<file path="config.mk">
export PLATFORM = sky130hd
export DESIGN_NAME = serial_rx_fifo_realtime_filter_top
export DESIGN_NICKNAME = d
export VERILOG_FILES = /design/src/rtl/core/srxf_pkg.sv /design/src/rtl/core/srxf_ram.sv /design/src/rtl/core/serial_rx_fifo_realtime_filter_top.sv
export SDC_FILE = /design/constraint.sdc
export NUM_CORES = 1
export LEC_CHECK = 0
export ABC_CLOCK_PERIOD_IN_PS = 3300
export BUFFER_PORTS_ARGS = -buffer_cell sky130_fd_sc_hd__buf_2
export CAP_MARGIN = 5
export CELL_PAD_IN_SITES_DETAIL_PLACEMENT = 1
export CELL_PAD_IN_SITES_GLOBAL_PLACEMENT = 2
export CORE_MARGIN = 4
export CORE_UTILIZATION = 45
export DETAILED_ROUTE_END_ITERATION = 12
export GPL_TIMING_DRIVEN = 0
export PLACE_DENSITY = 0.74
export REMOVE_ABC_BUFFERS = 1
export SETUP_SLACK_MARGIN = 0.4
export SYNTH_ARGS = -nofsm -noshare
export SYNTH_HDL_FRONTEND = slang
export SYNTH_HIERARCHICAL = 1
export SYNTH_SLANG_ARGS = --single-unit
</file>
<file path="constraint.sdc">
create_clock -name clock -period 3.3 [get_ports clock]
set_input_delay 0.33 -clock clock [delete_from_list [all_inputs] [get_ports clock]]
set_output_delay 0.33 -clock clock [all_outputs]
set_load 0.005 [all_outputs]
</file>
<file path="src/rtl/core/srxf_pkg.sv">
// Shared types and constants of the serial receive filter with ring buffer.
package srxf_pkg;

   // Ring buffer geometry
   localparam int BUF_DEPTH = 128;
   localparam int PTR_W     = $clog2(BUF_DEPTH);

   // Field widths
   localparam int BYTE_W  = 8;
   localparam int FUNC_W  = 2;
   localparam int EVENT_W = 3;
   localparam int FILL_W  = 8;
   localparam int CSR_IDX_W = 3;

   // Fixed reset character
   localparam logic [BYTE_W-1:0] AMP_CHAR = 8'h26;

   // Request function codes
   localparam logic [FUNC_W-1:0] FUNC_RX    = 2'd0;
   localparam logic [FUNC_W-1:0] FUNC_READ  = 2'd1;
   localparam logic [FUNC_W-1:0] FUNC_FLUSH = 2'd2;
   localparam logic [FUNC_W-1:0] FUNC_NONE  = 2'd3;

   // Event codes
   localparam logic [EVENT_W-1:0] EV_NONE   = 3'd0;
   localparam logic [EVENT_W-1:0] EV_STATUS = 3'd1;
   localparam logic [EVENT_W-1:0] EV_START  = 3'd2;
   localparam logic [EVENT_W-1:0] EV_HOLD   = 3'd3;
   localparam logic [EVENT_W-1:0] EV_DOOR   = 3'd4;
   localparam logic [EVENT_W-1:0] EV_RESET  = 3'd5;

   // Register indexes
   localparam logic [CSR_IDX_W-1:0] CSR_STATUS_CHAR = 3'd0;
   localparam logic [CSR_IDX_W-1:0] CSR_START_CHAR  = 3'd1;
   localparam logic [CSR_IDX_W-1:0] CSR_HOLD_CHAR   = 3'd2;
   localparam logic [CSR_IDX_W-1:0] CSR_DOOR_CHAR   = 3'd3;
   localparam logic [CSR_IDX_W-1:0] CSR_RESET_CHAR  = 3'd4;
   localparam logic [CSR_IDX_W-1:0] CSR_LOW_MARK    = 3'd5;
   localparam logic [CSR_IDX_W-1:0] CSR_FULL_MARK   = 3'd6;
   localparam logic [CSR_IDX_W-1:0] CSR_FLOW_ENABLE = 3'd7;

   // Register reset values
   localparam logic [BYTE_W-1:0] RST_STATUS_CHAR = 8'd63;
   localparam logic [BYTE_W-1:0] RST_START_CHAR  = 8'd126;
   localparam logic [BYTE_W-1:0] RST_HOLD_CHAR   = 8'd33;
   localparam logic [BYTE_W-1:0] RST_DOOR_CHAR   = 8'd64;
   localparam logic [BYTE_W-1:0] RST_RESET_CHAR  = 8'd24;
   localparam logic [BYTE_W-1:0] RST_LOW_MARK    = 8'd64;
   localparam logic [BYTE_W-1:0] RST_FULL_MARK   = 8'd96;

   typedef struct packed {
      logic [FUNC_W-1:0] func;
      logic [BYTE_W-1:0] rx_byte;
   } req_type;

   typedef struct packed {
      logic [BYTE_W-1:0]  read_byte;
      logic               read_valid;
      logic [EVENT_W-1:0] event_code;
      logic               overflow;
      logic               flow_send;
      logic               flow_is_xoff;
      logic [FILL_W-1:0]  fill_count;
   } rsp_type;

endpackage

</file>
<file path="src/rtl/core/srxf_ram.sv">
// Generic single-port-write, single-port-read RAM with registered read data.
module srxf_ram #(
   parameter int WIDTH = 8,
   parameter int DEPTH = 128
) (
   input  logic                     clock,
   input  logic                     wr_en,
   input  logic [$clog2(DEPTH)-1:0] wr_addr,
   input  logic [WIDTH-1:0]         wr_data,
   input  logic                     rd_en,
   input  logic [$clog2(DEPTH)-1:0] rd_addr,
   output logic [WIDTH-1:0]         rd_data
);

   logic [WIDTH-1:0] mem_ff [DEPTH];
   logic [WIDTH-1:0] rd_data_ff;

   // Write port and registered read port
   always_ff @(posedge clock) begin
      if (wr_en) begin
         mem_ff[wr_addr] <= wr_data;
      end
      if (rd_en) begin
         rd_data_ff <= mem_ff[rd_addr];
      end
   end

   assign rd_data = rd_data_ff;

endmodule

</file>
<file path="src/rtl/core/serial_rx_fifo_realtime_filter_top.sv">
// Top level of the serial receive filter: realtime command match and ring buffer.
//
// Usage: each request item carries a function code and a received byte.
//   Receive: a byte matching a configured realtime character (or ampersand)
//   returns an event code and is not stored; any other byte is written into
//   the ring buffer, or dropped with overflow set when the buffer is full.
//   Read pops the oldest byte, flush empties the buffer. Every request item
//   yields exactly one response item with the fill count after the step and,
//   with flow control on, an XON/XOFF send request.
// Timing: receive, flush and empty reads answer in the cycle after acceptance.
//   A read that returns data passes the registered read port of the buffer
//   RAM and then the output register; the input is held off in between.
// Throughput: one item per cycle while responses are taken, but a read that
//   returns data holds off the next item until its response is formed.
// Stall: a response waits in the output register until rsp_ready; a new item
//   is accepted in the same cycle the waiting response leaves.
// Reset: pointers, fill and XOFF state clear, registers take their defaults,
//   no response is pending. Buffer contents are not cleared.
// Configuration: write csr_index/csr_data with csr_wr_en while idle.
module serial_rx_fifo_realtime_filter_top (
   input  logic                               clock,
   input  logic                               reset,
   input  logic                               req_valid,
   output logic                               req_ready,
   input  srxf_pkg::req_type                  req_payload,
   output logic                               rsp_valid,
   input  logic                               rsp_ready,
   output srxf_pkg::rsp_type                  rsp_payload,
   input  logic                               csr_wr_en,
   input  logic [srxf_pkg::CSR_IDX_W-1:0]     csr_index,
   input  logic [srxf_pkg::BYTE_W-1:0]        csr_data
);

   localparam int PTR_W  = srxf_pkg::PTR_W;
   localparam int BYTE_W = srxf_pkg::BYTE_W;
   localparam logic [PTR_W-1:0] PTR_LAST = PTR_W'(srxf_pkg::BUF_DEPTH - 1);

   // Configuration registers
   logic [BYTE_W-1:0] status_char_ff, start_char_ff, hold_char_ff, door_char_ff;
   logic [BYTE_W-1:0] reset_char_ff, low_mark_ff, full_mark_ff;
   logic              flow_enable_ff;

   // Buffer control state
   logic [PTR_W-1:0] wr_ptr_ff, wr_ptr_in;
   logic [PTR_W-1:0] rd_ptr_ff, rd_ptr_in;
   logic [PTR_W-1:0] fill_ff, fill_in;
   logic             xoff_ff, xoff_in;
   logic             rd_pend_ff, rd_pend_in;
   logic             rsp_valid_ff, rsp_valid_in;
   srxf_pkg::rsp_type rsp_ff, rsp_in;

   // Datapath
   logic              accept;
   logic              ram_wr_en, ram_rd_en;
   logic [BYTE_W-1:0] ram_rd_data;
   logic [srxf_pkg::EVENT_W-1:0] event_match;
   logic [PTR_W-1:0]  fill_inc, fill_dec;

   function automatic logic [PTR_W-1:0] ptr_next(input logic [PTR_W-1:0] p);
      return (p == PTR_LAST) ? '0 : p + 1'b1;
   endfunction

   assign req_ready = !rd_pend_ff && (!rsp_valid_ff || rsp_ready);
   assign accept    = req_valid && req_ready;
   assign fill_inc  = fill_ff + 1'b1;
   assign fill_dec  = fill_ff - 1'b1;

   // Match realtime characters in priority order
   always_comb begin
      if (req_payload.rx_byte == status_char_ff) begin
         event_match = srxf_pkg::EV_STATUS;
      end else if (req_payload.rx_byte == start_char_ff) begin
         event_match = srxf_pkg::EV_START;
      end else if (req_payload.rx_byte == hold_char_ff) begin
         event_match = srxf_pkg::EV_HOLD;
      end else if (req_payload.rx_byte == door_char_ff) begin
         event_match = srxf_pkg::EV_DOOR;
      end else if (req_payload.rx_byte == reset_char_ff ||
                   req_payload.rx_byte == srxf_pkg::AMP_CHAR) begin
         event_match = srxf_pkg::EV_RESET;
      end else begin
         event_match = srxf_pkg::EV_NONE;
      end
   end

   // Decode the accepted item and compute next state and response
   always_comb begin
      wr_ptr_in    = wr_ptr_ff;
      rd_ptr_in    = rd_ptr_ff;
      fill_in      = fill_ff;
      xoff_in      = xoff_ff;
      rd_pend_in   = 1'b0;
      rsp_valid_in = rsp_valid_ff && !rsp_ready;
      rsp_in       = rsp_ff;
      ram_wr_en    = 1'b0;
      ram_rd_en    = 1'b0;

      // Finish a pending read with the RAM data
      if (rd_pend_ff) begin
         rsp_in.read_byte = ram_rd_data;
         rsp_valid_in     = 1'b1;
      end

      if (accept) begin
         rsp_in.read_byte    = '0;
         rsp_in.read_valid   = 1'b0;
         rsp_in.event_code   = srxf_pkg::EV_NONE;
         rsp_in.overflow     = 1'b0;
         rsp_in.flow_send    = 1'b0;
         rsp_in.flow_is_xoff = 1'b0;
         rsp_valid_in        = 1'b1;

         unique case (req_payload.func)
            srxf_pkg::FUNC_RX: begin
               rsp_in.event_code = event_match;
               if (event_match == srxf_pkg::EV_NONE) begin
                  if (fill_ff == PTR_LAST) begin
                     rsp_in.overflow = 1'b1;
                  end else begin
                     ram_wr_en = 1'b1;
                     wr_ptr_in = ptr_next(wr_ptr_ff);
                     fill_in   = fill_inc;
                     if (flow_enable_ff && !xoff_ff &&
                         srxf_pkg::FILL_W'(fill_inc) >= full_mark_ff) begin
                        xoff_in             = 1'b1;
                        rsp_in.flow_send    = 1'b1;
                        rsp_in.flow_is_xoff = 1'b1;
                     end
                  end
               end
            end
            srxf_pkg::FUNC_READ: begin
               if (fill_ff != '0) begin
                  ram_rd_en         = 1'b1;
                  rd_pend_in        = 1'b1;
                  rsp_valid_in      = 1'b0;
                  rsp_in.read_valid = 1'b1;
                  rd_ptr_in         = ptr_next(rd_ptr_ff);
                  fill_in           = fill_dec;
                  if (flow_enable_ff && xoff_ff &&
                      srxf_pkg::FILL_W'(fill_dec) < low_mark_ff) begin
                     xoff_in          = 1'b0;
                     rsp_in.flow_send = 1'b1;
                  end
               end
            end
            srxf_pkg::FUNC_FLUSH: begin
               rd_ptr_in        = wr_ptr_ff;
               fill_in          = '0;
               xoff_in          = 1'b0;
               rsp_in.flow_send = flow_enable_ff;
            end
            default: begin
               // unused code: report fill only
            end
         endcase
         rsp_in.fill_count = srxf_pkg::FILL_W'(fill_in);
      end
   end

   // Hold control state and configuration registers
   always_ff @(posedge clock) begin
      if (reset) begin
         wr_ptr_ff      <= '0;
         rd_ptr_ff      <= '0;
         fill_ff        <= '0;
         xoff_ff        <= 1'b0;
         rd_pend_ff     <= 1'b0;
         rsp_valid_ff   <= 1'b0;
         status_char_ff <= srxf_pkg::RST_STATUS_CHAR;
         start_char_ff  <= srxf_pkg::RST_START_CHAR;
         hold_char_ff   <= srxf_pkg::RST_HOLD_CHAR;
         door_char_ff   <= srxf_pkg::RST_DOOR_CHAR;
         reset_char_ff  <= srxf_pkg::RST_RESET_CHAR;
         low_mark_ff    <= srxf_pkg::RST_LOW_MARK;
         full_mark_ff   <= srxf_pkg::RST_FULL_MARK;
         flow_enable_ff <= 1'b0;
      end else begin
         wr_ptr_ff    <= wr_ptr_in;
         rd_ptr_ff    <= rd_ptr_in;
         fill_ff      <= fill_in;
         xoff_ff      <= xoff_in;
         rd_pend_ff   <= rd_pend_in;
         rsp_valid_ff <= rsp_valid_in;
         if (csr_wr_en) begin
            unique case (csr_index)
               srxf_pkg::CSR_STATUS_CHAR: status_char_ff <= csr_data;
               srxf_pkg::CSR_START_CHAR:  start_char_ff  <= csr_data;
               srxf_pkg::CSR_HOLD_CHAR:   hold_char_ff   <= csr_data;
               srxf_pkg::CSR_DOOR_CHAR:   door_char_ff   <= csr_data;
               srxf_pkg::CSR_RESET_CHAR:  reset_char_ff  <= csr_data;
               srxf_pkg::CSR_LOW_MARK:    low_mark_ff    <= csr_data;
               srxf_pkg::CSR_FULL_MARK:   full_mark_ff   <= csr_data;
               srxf_pkg::CSR_FLOW_ENABLE: flow_enable_ff <= csr_data[0];
               default: begin
               end
            endcase
         end
      end
   end

   // Hold the response payload
   always_ff @(posedge clock) begin
      rsp_ff <= rsp_in;
   end

   assign rsp_valid   = rsp_valid_ff;
   assign rsp_payload = rsp_ff;

   // Ring buffer storage
   srxf_ram #(
      .WIDTH (BYTE_W),
      .DEPTH (srxf_pkg::BUF_DEPTH)
   ) u_ring (
      .clock   (clock),
      .wr_en   (ram_wr_en),
      .wr_addr (wr_ptr_ff),
      .wr_data (req_payload.rx_byte),
      .rd_en   (ram_rd_en),
      .rd_addr (rd_ptr_ff),
      .rd_data (ram_rd_data)
   );

endmodule

</file>
==> flow_metrics.py, run 1 <==
metrics = {
    "routing": {
        "vias_per_cell": 6.033,
        "vias": 23340,
        "wirelength_um": 119400,
        "wl_per_cell_um": 30.86,
        "drt_first_iter_violations": 2366,
        "ant_nets": 0,
        "drc": 0,
        "drt_first_pass_iters": 5,
    },
    "pwr": {
        "total_leakage_power_nw": 16.54,
        "ir_drop_uv": 482.5,
        "power_density_nw_per_um2": 567.8,
    },
    "floorplanning": {
        "fp-row-count": 115,
        "core_sq_um": 98990,
        "io_pins": 51,
        "fp.dieH_um": 324.9,
        "fp.dieArea_sq_um": 105600,
        "start_util": 0.4565,
        "die_w_um": 324.9,
    },
    "placement": {
        "gp_congestion": 0.7972,
        "placed_cells": 3519,
        "io_buffers": 49,
        "place_area_sq_um": 47160,
        "place_hpwl_um": 66950,
    },
    "synth": {
        "synth_most_common_cell": "edfxtp_1",
        "synth-edff-count": 1046,
        "synth_common_cells": "1046 x edfxtp_1, 336 x mux4_2, 183 x nor2_1",
        "seq_area_frac_synth": 0.7344,
        "synthCells": 2282,
        "syn_avg_cell_area_sq_um": 19.80,
        "synth_seq_cells": 1135,
        "ys.flop_type": "edfxtp_1",
        "synth.distinct_cells": 61,
        "postSynth.asyncResetShare": 0,
        "netlist.area_leader.share": 0.6950,
        "syn_area_sq_um": 45190,
        "yosysWarningCount": 6,
        "yosys.area.top_type": "edfxtp_1",
        "netlist_top_cells_area": "edfxtp_1 70%, mux4_2 17%, dfxtp_1 3.9%",
    },
    "setup_path": {
        "cp-end-kind": "register",
        "path_max_fanout": 8,
        "ff2ff_setup_slack_ns": 0.05,
        "start_kind": "register",
        "path_class": "register to register",
        "worstRegToRegCells": 8,
        "cpMaxStageDelayCell": "mux4_2",
        "worstPathCellList": "buf_16 > buf_16 > buf_16 > buf_12 > mux4_2 > mux4_2 > mux4_2 > mux2_2",
        "reg2reg_from": "rd_ptr_ff[0]",
        "path_buf_inv": 4,
        "r2r-end": "u_ring/rd_data[4]",
        "cp_data_required_time_ns": 3.73,
        "cp_top_family": "multiplexers",
        "crit_arrival_ns": 3.67,
        "cp_slowest_stage_delay_ns": 0.58,
    },
    "timing": {
        "fin_crit_sh": 0.9838,
        "period_needed_ns": 3.246,
        "fin_tns_setup_ns": 0,
        "finalClockSkew_ns": 0.05528,
        "max_freq_mhz": 308.0,
        "rsz0062_at_grt": "true",
        "setup_viol": 0,
        "hold_violations": 0,
        "slew_headroom": 0.1588,
        "maxSlewViolCount": 0,
        "max_slew.worst_pin.slew_ns": 1.262,
    },
    "grt": {
        "grt_pass1_vias": 24550,
        "antenna_found_initial": 1,
        "grt_pass1_wl_um": 174600,
        "grt_use_total": 0.2258,
        "grt_max_degree": 114,
        "grt-ovfl-total": 0,
    },
    "finish": {
        "multi_input_area_sq_um": 12370,
        "final-seq-area_sq_um": 33220,
        "syn_to_final_growth_pct": 19.57,
        "nNetsFinal": 2540,
        "stdcell_count": 3869,
        "fillers": 8567,
        "drive_gt1_frac": 0.3355,
        "fin_area_sq_um": 54040,
    },
    "clocking": {
        "root_buffer": "clkbuf_16",
        "cts_buffers": 115,
        "clockBufferDepth": 3,
        "cts_tree": "built",
        "cts_max_level": 3,
        "clkTransAtPathRegs_ns": 0.06,
        "worst_skew_pair.late_latency_ns": 0.70,
        "clock-sinks": 1135,
    },
    "run_status": {
        "status": "complete, no violations",
    },
    "worst_hold_path": {
        "whs_path_depth": 1,
        "min_to": "u_ring/mem_ff[61][2]",
        "min_from": "req_payload[2]",
        "hp-class": "input port to register",
    },
    "flow_run": {
        "max-cap-violations": 0,
    },
}
[state kept, by name, summed over array words and instances, names as in the netlist, 7 cells and up]
register,count
wr_ptr_ff,7
rd_ptr_ff,7
fill_ff,7
low_mark_ff,8
rsp_payload,22
hold_char_ff,8
door_char_ff,8
start_char_ff,8
reset_char_ff,8
u_ring/rd_data,8
full_mark_ff,8
u_ring/mem_ff,1024
status_char_ff,8
[cells in the final DEF (no fill, tap or decap), types with 11 or more instances in the layout]
cell	count
nand3_1	28
buf_2	41
buf_16	33
clkbuf_16	118
nor2_2	12
buf_12	29
ha_1	21
bufinv_16	12
clkbuf_1	23
buf_4	65
xor2_1	19
mux4_2	336
xnor2_1	34
nor2_4	95
clkinv_1	22
nor2_1	76
inv_1	31
edfxtp_1	1046
o21ai_0	13
mux2i_1	24
nor2b_1	11
nand2_1	120
dlygate4sd3_1	18
a21oi_1	45
dfxtp_1	78
bufbuf_16	13
nor3_1	13
clkinv_2	18
nand4_1	12
[routing by layer]
layer / global-route usage / part of all wire
met5: 0 / 0
met4: 0.05155 / 0.022
met2: 0.3677 / 0.49
met1: 0.3223 / 0.41
met3: 0.04065 / 0.072
[layout make-up]
class                      instances  area share
timing repair buffer             213     0.05506
multi-input combinational        994      0.2289
tap                             1287     0.02980
timing repair inverter             1  0.00009262
clock buffer                     143     0.05654
sequential                      1135      0.6147
inverter                          32    0.002292
antenna                            1  0.00004631
clock inverter                    63     0.01250
[logic make-up after synthesis]
group | share of synthesized area
simple gates | 0.04214
xor+xnor | 0.01047
compound gates | 0.01559
fa+ha+maj | 0.006091
mux | 0.1755
other cells | 0.00008298
flops | 0.7344
buf+inv | 0.01570
[report_power, final]
group	switching, mW	leakage [nW]	internal [mW]
combinational	1.04	4.58	0.915
sequential	0.0850	10.1	15.7
clock	5.43	1.82	7.48
total	6.55	16.5	24.1
[through the flow]
step	util	power (mW)	hold slack, ns	worst slack (ns)
finish	0.5459	30.68	0.03417	0.05352
global route	0.5458	31.70	0.002245	0.03498
CTS	0.5432	30.92	0.001135	0.09340
detailed placement	0.4764	17.78	0.4570	-2.418
global placement	0.4693	18.05	0.4501	-14.42
floorplan	-	17.30	0.3991	-9.305
[what timing repair did]
item,4_1_cts,5_1_grt
hold endpoints to repair,37,4
setup endpoints to repair,1042,791
resized for setup,261,36
pin swaps,50,8
setup buffers,93,1
hold buffers,16,4
gates cloned,25,4
[worst max-delay path by stage]
stage | from | endpoint | slack, ns | cells after the start
after floorplan | rd_ptr_ff[0] | u_ring/rd_data[0] | -9.31 | 4
after global placement | rd_ptr_ff[0] | u_ring/rd_data[1] | -14.42 | 4
after detailed placement | rd_pend_ff | u_ring/mem_ff[66][7] | -2.42 | 8
after CTS | rd_ptr_ff[0] | u_ring/rd_data[0] | 0.09 | 9
after global routing | rd_ptr_ff[0] | u_ring/rd_data[3] | 0.03 | 9
final | rd_ptr_ff[0] | u_ring/rd_data[4] | 0.05 | 8
(Power assumes the default switching activity.)
==> run 2: changes to the inputs <==
--- a/config.mk
+++ b/config.mk
@@ -8,12 +8,13 @@
 export ABC_CLOCK_PERIOD_IN_PS = 3300
 export BUFFER_PORTS_ARGS = -buffer_cell sky130_fd_sc_hd__buf_2
 export CAP_MARGIN = 5
-export CELL_PAD_IN_SITES_DETAIL_PLACEMENT = 1
-export CELL_PAD_IN_SITES_GLOBAL_PLACEMENT = 2
+export CELL_PAD_IN_SITES_DETAIL_PLACEMENT = 0
+export CELL_PAD_IN_SITES_GLOBAL_PLACEMENT = 1
 export CORE_MARGIN = 4
-export CORE_UTILIZATION = 45
+export CORE_UTILIZATION = 50
 export DETAILED_ROUTE_END_ITERATION = 12
 export GPL_TIMING_DRIVEN = 0
+export MAX_ROUTING_LAYER = met4
 export PLACE_DENSITY = 0.74
 export REMOVE_ABC_BUFFERS = 1
 export SETUP_SLACK_MARGIN = 0.4
@@ -21,3 +22,4 @@
 export SYNTH_HDL_FRONTEND = slang
 export SYNTH_HIERARCHICAL = 1
 export SYNTH_SLANG_ARGS = --single-unit
+export TNS_END_PERCENT = 100
==> flow_metrics.py, run 2 (same netlist as run 1, synthesis figures left out) <==
metrics = {
    "run_status": {
        "status": "complete, no violations",
    },
    "finish": {
        "multi_input_area_sq_um": 12480,
        "final_common_cell": "edfxtp_1",
        "nNetsFinal": 2564,
        "largest_reg_flops": 1024,
        "syn_to_final_growth_pct": 19.76,
        "regMostFlops": "u_ring/mem_ff",
        "fillers": 6195,
        "drive_gt1_frac": 0.3488,
        "mostFrequentLayoutCells": "1046 x edfxtp_1, 336 x mux4_2, 122 x clkbuf_16",
        "final-seq-area_sq_um": 33210,
    },
    "timing": {
        "fin_crit_sh": 0.9511,
        "slew_headroom": 0.1663,
        "maxSlewViolCount": 0,
        "max_slew.worst_pin.slew_ns": 1.251,
        "whs_ns": 0.03575,
        "period_needed_ns": 3.139,
        "hold_violations": 0,
        "fin_tns_setup_ns": 0,
        "max_freq_mhz": 318.6,
        "setup_viol": 0,
        "finalClockSkew_ns": 0.02247,
        "rsz0062_at_grt": "true",
    },
    "routing": {
        "wirelength_um": 112400,
        "drt_first_pass_iters": 5,
        "vias_per_cell": 6.300,
        "vias": 23840,
        "drt_first_iter_violations": 2613,
        "wl_per_cell_um": 29.71,
        "drc": 0,
        "ant_nets": 0,
    },
    "grt": {
        "grt_pass1_vias": 23710,
        "grt_max_degree": 93,
        "grt_pass1_wl_um": 163100,
        "antenna_found_initial": 2,
        "grt_use_total": 0.2418,
        "grt-ovfl-total": 0,
    },
    "clocking": {
        "cts_buffers": 112,
        "root_buffer": "clkbuf_16",
        "worst_skew_pair.late_latency_ns": 0.68,
        "clockBufferDepth": 3,
        "cts_tree": "built",
        "clock-sinks": 1135,
        "cts_max_level": 3,
        "clkTransAtPathRegs_ns": 0.06,
    },
    "floorplanning": {
        "fp.dieH_um": 308.6,
        "die_w_um": 308.6,
        "fp.dieArea_sq_um": 95260,
        "io_pins": 51,
        "core_sq_um": 89870,
        "start_util": 0.5029,
        "fp-row-count": 110,
    },
    "setup_path": {
        "cp_slowest_stage_delay_ns": 0.56,
        "crit_arrival_ns": 3.54,
        "cp-end-kind": "register",
        "cpMaxStageDelayCell": "mux4_2",
        "worstPathCellList": "buf_12 > buf_16 > buf_12 > mux4_2 > mux4_2 > mux4_2 > mux2_4",
        "start_kind": "register",
        "path_class": "register to register",
        "path_max_fanout": 9,
        "cp_data_required_time_ns": 3.70,
        "crit_top_cell": "mux4_2",
    },
    "placement": {
        "place_hpwl_um": 63290,
        "io_buffers": 49,
        "gp_congestion": 0.8408,
    },
    "flow_run": {
        "max-cap-violations": 0,
    },
    "pwr": {
        "total_leakage_power_nw": 16.66,
        "power_density_nw_per_um2": 556.2,
        "ir_drop_uv": 611.8,
    },
    "worst_hold_path": {
        "hp-class": "input port to register",
    },
}
run 2: routing by layer:
metal / up-vias / global-route usage / wire, um
li1: 9777 / - / -
met1: 12757 / 0.3428 / 45120
met2: 1132 / 0.3779 / 55230
met3: 174 / 0.03321 / 9165
met4: 0 / 0.06322 / 2896
met5: - / - / 0
run 2: final timing paths:
check        slack, ns  cells past startpoint                   end      startpoint
max reg2reg       0.16                      7     u_ring/rd_data[7]    rd_ptr_ff[0]
min reg2reg       0.46                      2        low_mark_ff[0]  low_mark_ff[0]
max               0.16                      7     u_ring/rd_data[7]    rd_ptr_ff[0]
min               0.04                      1  u_ring/mem_ff[45][3]  req_payload[3]
run 2: timing repair:
action / in CTS / in global routing
pin swaps: 61 / 13
cloned: 18 / 9
gates resized for setup: 295 / 35
hold buffers: 8 / 0
buffers inserted: 117 / 17
endpoints found under the hold margin: 14 / 0
endpoints found under the setup margin: 1041 / 991
run 2: layout make-up:
cell class              instances  area share
diodes                          2  0.00009247
clock buffers                 141     0.05437
clock inverters                63     0.01091
inverters                      32    0.002289
multi-input cells             992      0.2305
flip-flops and latches       1135      0.6136
well taps                    1176     0.02719
repair buffers                242     0.06089
repair inverters                1  0.00009247
run 2: critical path, delay by kind of cell (launching register included):
| family | cells | cell delay [ns] |
|---|---|---|
| multiplexers | 4 | 1.98 |
| buffers and inverters | 3 | 0.46 |
| flip-flops | 1 | 0.41 |
run 2: report_power, final:
group | switching (mW) | internal (mW)
Sequential | 0.0711 | 15.7
Clock | 5.28 | 7.02
Combinational | 1.06 | 0.928
Total | 6.41 | 23.7
run 2: through the flow:
stage | area (sq um) | cells | util | setup WS (ns) | power, mW
after global placement | 46320 | 3383 | 0.5154 | -14.04 | 18.03
after detailed placement | 46980 | 3409 | 0.5228 | -2.311 | 17.76
after global routing | 54120 | 3783 | 0.6022 | 0.1430 | 31.10
final | 54120 | 3784 | 0.6022 | 0.1613 | 30.11
after floorplan | 44600 | 2158 | - | -9.305 | 17.30
after CTS | 53510 | 3756 | 0.5954 | 0.1633 | 30.22
